`src/design/pth_temp.sv`:
```
// ----------------------------------------------------------------------------
// pth_temp
// Four-stage fine temperature pipeline with the centi-degree result.
// ----------------------------------------------------------------------------
module pth_temp (
    input  logic        clk,
    input  logic        en,
    input  logic [19:0] raw_t,
    input  logic [47:0] calib,
    output logic [31:0] tfine,
    output logic [23:0] tcent
);
    logic [31:0] t2, t3;
    logic [31:0] a_reg, dt_reg, m1_reg, m2_reg, x1_reg, m3_reg, tfine_reg;
    logic [31:0] tc_sum;

    assign t2 = {{16{calib[31]}}, calib[31:16]};
    assign t3 = {{16{calib[47]}}, calib[47:32]};

    always_ff @(posedge clk)
    begin
        if (en)
        begin
            a_reg     <= {15'd0, raw_t[19:3]} - {15'd0, calib[15:0], 1'b0};
            dt_reg    <= {16'd0, raw_t[19:4]} - {16'd0, calib[15:0]};
            m1_reg    <= a_reg * t2;
            m2_reg    <= dt_reg * dt_reg;
            x1_reg    <= 32'($signed(m1_reg) >>> 11);
            m3_reg    <= 32'($signed(m2_reg) >>> 12) * t3;
            tfine_reg <= x1_reg + 32'($signed(m3_reg) >>> 14);
        end
    end

    // times five plus rounding; the arithmetic shift by eight is the top bits
    assign tc_sum = {tfine_reg[29:0], 2'b00} + tfine_reg + 32'd128;
    assign tfine  = tfine_reg;
    assign tcent  = tc_sum[31:8];
endmodule

```
`config.mk`:
```
export PLATFORM = sky130hd
export DESIGN_NAME = pth_temp
export DESIGN_NICKNAME = d
export VERILOG_FILES = /design/src/design/pth_temp.sv
export SDC_FILE = /design/constraint.sdc
export NUM_CORES = 2
export LEC_CHECK = 0
export ABC_AREA = 1
export ABC_CLOCK_PERIOD_IN_PS = 12400
export BUFFER_PORTS_ARGS = -buffer_cell sky130_fd_sc_hd__buf_2
export CAP_MARGIN = 0
export CORE_MARGIN = 3
export CORE_UTILIZATION = 55
export DETAILED_ROUTE_END_ITERATION = 8
export PLACE_DENSITY = 0.72
export SLEW_MARGIN = 10
export SYNTH_ARGS = -nofsm -noshare
export SYNTH_HDL_FRONTEND = slang
export SYNTH_SLANG_ARGS = --single-unit
```
`constraint.sdc`:
```
create_clock -name clk -period 12.4 [get_ports clk]
set_input_delay 0.62 -clock clk [delete_from_list [all_inputs] [get_ports clk]]
set_output_delay 0.62 -clock clk [all_outputs]
set_load 0.05 [all_outputs]
```
; After elaboration in Yosys (flattened, before gate mapping)
; Index checks and enable logic that the tools add are counted.
[totals]
romBits = 0
mem_bits_rw = 0
latch_bits = 0
memories = 0
word_cells = 15
input_bits = 70
regBits = 213
[op_classes]
n_shift = 0
bitwise = 0
muxes = 0
n_eq_ne = 0
n_addsub = 5
order_cmp = 0
mul = 3
n_reduce_logical = 0
div = 0
[ops]
columns = cell, count
row1 = adder 32 bit, 1
row2 = adder 32 x 8 -> 32 bit (second input constant), 1
row3 = multiplier 20 x 16 -> 32 bit, 1
row4 = multiplier 32 x 16 -> 32 bit, 1
row5 = multiplier 32 x 32 -> 32 bit, 1
row6 = adder 21 x 18 -> 22 bit, 1
row7 = subtractor 17 x 17 -> 18 bit, 1
row8 = subtractor 16 x 16 -> 17 bit, 1

; Depth between registers and ports, before layout
[logic_depth]
ltp_word = 2
mapped_depth = 32

; Worst setup path before layout
; No wires, ideal clock.
[synth_path]
path_type = reg-to-reg
start = register, netlist name a_reg[30]
end = register m2_reg[27], data pin
setup_time_ns = 0.252
setup_slack_ns = 5.414
required_ns = 12.148
arrival_ns = 6.734
stages_incl_launch_ff = 27
period_less_slack_ns = 6.986
cell_sequence = edfxtp_1 -> buf_2 -> buf_1 -> nand2_1 -> fa_1 -> inv_1 -> ha_1 -> inv_1 -> xor2_1 -> inv_1 -> fa_1 -> inv_1 -> fa_1 -> fa_1 -> fa_1 -> fa_1 -> inv_1 -> fa_1 -> inv_1 -> ha_1 -> nand2_1 -> nor2_1 -> inv_1 -> nor3_1 -> nand4_1 -> nand3_1 -> nand2_1
[synth_rtl]
columns = item, line_no
row1 = end signal: assignment, 27  ; m2_reg <= dt_reg * dt_reg;
row2 = end: declaration, 14  ; logic [31:0] a_reg, dt_reg, m1_reg, m2_reg, x1_reg, m3_reg, tfine_reg;

==> metrics.cfg <==
[grt]
first_global_vias = 33040
grt_pass1_wl_um = 163900
grt_max_degree = 83
antenna_found_initial = 4
track_usage = 0.2614
overflow = 0

[placement]
portBuffers = 122
gp_congestion = 0.9755
dpl.hpwl_um = 80420
place_inst = 6035

[yosys]
synth_cells = 5090
synth_nets = 6394
synth_edf_count = 120
synth_cell_type_count = 47
syn-cell-area_sq_um = 41270
async_reset_ff_frac = 0
avgSynthCellArea_sq_um = 8.107
ys_seq_area_frac = 0.08732
yosys_warnings = 0
synth-main-ff-cell = edfxtp_1
ys_seq_elements = 120

[floorplanning]
core_sq_um = 73580
dieWidth_um = 279.9
rows = 99
ioPinCount = 126
initial_core_util = 0.5609
die_h_um = 279.9
die_area_sq_um = 78350

[timing]
slew-limit-headroom = 0.3267
timing.final.crit_period_ns = 7.784
fin_crit_sh = 0.6277
final_hold_viol_count = 0
timing.setup.tns_ns = 0
skew_ns = 0.01575
rsz0062_at_grt = no
finalSetupViolations = 0
tightest_slew_ns = 1.010
drv_slew = 0
max_freq_mhz = 128.5

[cts]
cts_resized = 0
root_buffer = clkbuf_16
cts_setup_buffers = 0
numClockSinks = 120
clock_path_buffers = 2
cts_hold_buf = 0
insertion_delay_ns = 0.45
h-tree-depth = 4
cts_tree = yes
numCtsBuffers = 17
clk_pin_slew_ns = 0.07

[setup_path]
r2r-end = m2_reg[30]$_DFFE_PP_
crit_fanout = 38
worst_ep_arrival_time_ns = 8.00
ff2ff_setup_slack_ns = 4.62
slowest_stage = fa_1
startpoint = a_reg[3]$_DFFE_PP_
r2r.worst_path.cells = 28
r2r_start = a_reg[3]$_DFFE_PP_
path_class = flop to flop
cp-start-kind = flop
critPathCapture = m2_reg[30]$_DFFE_PP_
cp_slowest_stage_delay_ns = 0.77
required_ns = 12.61
worstSetupEndpointType = flop

[min_path]
hold_path_class = input pin to flop

[layout]
multi_input_area_sq_um = 31310
antenna_cells = 0
nNetsFinal = 6399
largest_reg_flops = 22
fin_cells = 6067
syn_to_final_growth_pct = 4.621
nFillCells = 6693
drive_gt1_frac = 0.04287
utilization = 0.5868
register_area_sq_um = 3603

[status]
status = finished, final reports clean

[routing]
wire_per_inst_um = 16.01
firstDrtPassIters = 6
met2WireLength_um = 47850
routed_wirelength_um = 97130
wl_met3_um = 7478
first_iter_violations = 1762
drtAntennaViolNets = 0
num_vias = 31180
m1WireLength_um = 39810
top_layer = met5
via_per_inst = 5.139
drc = 0

[run]
cap_violations = 0

## critical path: cells and delay by family (launching register included)
family                   cells  cell delay [ns]
adder cells (fa/ha/maj)      9             4.58
buffers and inverters        8             1.20
AND/OR/NAND/NOR              7             0.78
AO/OA/AOI/OAI                3             0.41
flip-flops                   1             0.33
XOR/XNOR                     1             0.23
## cells in the mapped netlist, drive strengths merged, types with 17 or more instances
| master | count | area share |
|---|---|---|
| fa | 863 | 0.42 |
| o21bai | 20 | 0.0039 |
| a21o | 20 | 0.0036 |
| xor2 | 94 | 0.020 |
| nor2 | 178 | 0.016 |
| a21oi | 161 | 0.020 |
| clkbuf | 115 | 0.010 |
| nand3 | 111 | 0.014 |
| or2 | 18 | 0.0027 |
| nor3 | 27 | 0.0036 |
| ha | 371 | 0.11 |
| buf | 45 | 0.0056 |
| nand2 | 1228 | 0.11 |
| inv | 1516 | 0.14 |
| o21ai | 92 | 0.011 |
| edfxtp | 120 | 0.087 |
| xnor2 | 37 | 0.0079 |
| nand4 | 17 | 0.0027 |
## layer usage
metal	vias up	global-route usage
li1	14730	-
met1	15290	0.3455
met2	1030	0.4537
met3	127	0.04484
met4	4	0.05868
met5	-	0
## stage by stage
| step | area [sq um] | worst slack (ns) | hold WS [ns] |
|---|---|---|---|
| 2_1_floorplan | 41270 | 5.414 | 0.4003 |
| 3_3_place_gp | 42600 | 4.684 | 0.4025 |
| 3_5_place_dp | 42600 | 4.622 | 0.4045 |
| 4_1_cts | 43170 | 4.599 | 0.3607 |
| 5_1_grt | 43170 | 4.146 | 0.3622 |
| 6_report | 43170 | 4.616 | 0.3798 |
## kinds of logic after synthesis
logic type               synth area share
buffers and inverters              0.1539
other                          0.00009087
AO/OA/AOI/OAI                     0.04499
adder cells (fa/ha/maj)            0.5311
XOR/XNOR                          0.02780
AND/OR/NAND/NOR                    0.1547
flip-flops                        0.08732
## cell usage in the layout, fill, tap and decap left out, drive strengths merged, types with 6 or more instances in the layout
master and instances:
o21a 7, nor4 8, nor2 178, a31oi 10, a21oi 161, clkbuf 19
xnor2 37, ha 371, nor3 27, xor2 94, inv 1521, buf 146
nand3b 7, nand3 111, edfxtp 120, a21boi 6, fa 863, a21o 20
or2 18, o21ai 92, o211ai 9, nand4 17, nand2 1228, o21bai 20
## cell type report
| type | instances | area share |
|---|---|---|
| clock buffers | 19 | 0.01003 |
| clock inverters | 13 | 0.003304 |
| inverters | 1516 | 0.1318 |
| multi-input cells | 3294 | 0.7252 |
| flip-flops and latches | 120 | 0.08346 |
| well taps | 959 | 0.02779 |
| repair buffers | 146 | 0.01837 |
## worst min path at each step
stage | from | cells after the start | slack (ns) | end
5_1_grt | raw_t[3] | 1 | 0.36 | a_reg[0]$_DFFE_PP_
3_5_place_dp | m1_reg[21]$_DFFE_PP_ | 0 | 0.40 | x1_reg[10]$_DFFE_PP_
3_3_place_gp | m1_reg[30]$_DFFE_PP_ | 0 | 0.40 | x1_reg[19]$_DFFE_PP_
4_1_cts | raw_t[3] | 1 | 0.36 | a_reg[0]$_DFFE_PP_
6_report | raw_t[3] | 1 | 0.38 | a_reg[0]$_DFFE_PP_
2_1_floorplan | m1_reg[11]$_DFFE_PP_ | 0 | 0.40 | x1_reg[0]$_DFFE_PP_
Power is left out: the tool's default activity adds up to more than one toggle a clock period on the data nets, which glitch-free logic cannot reach.
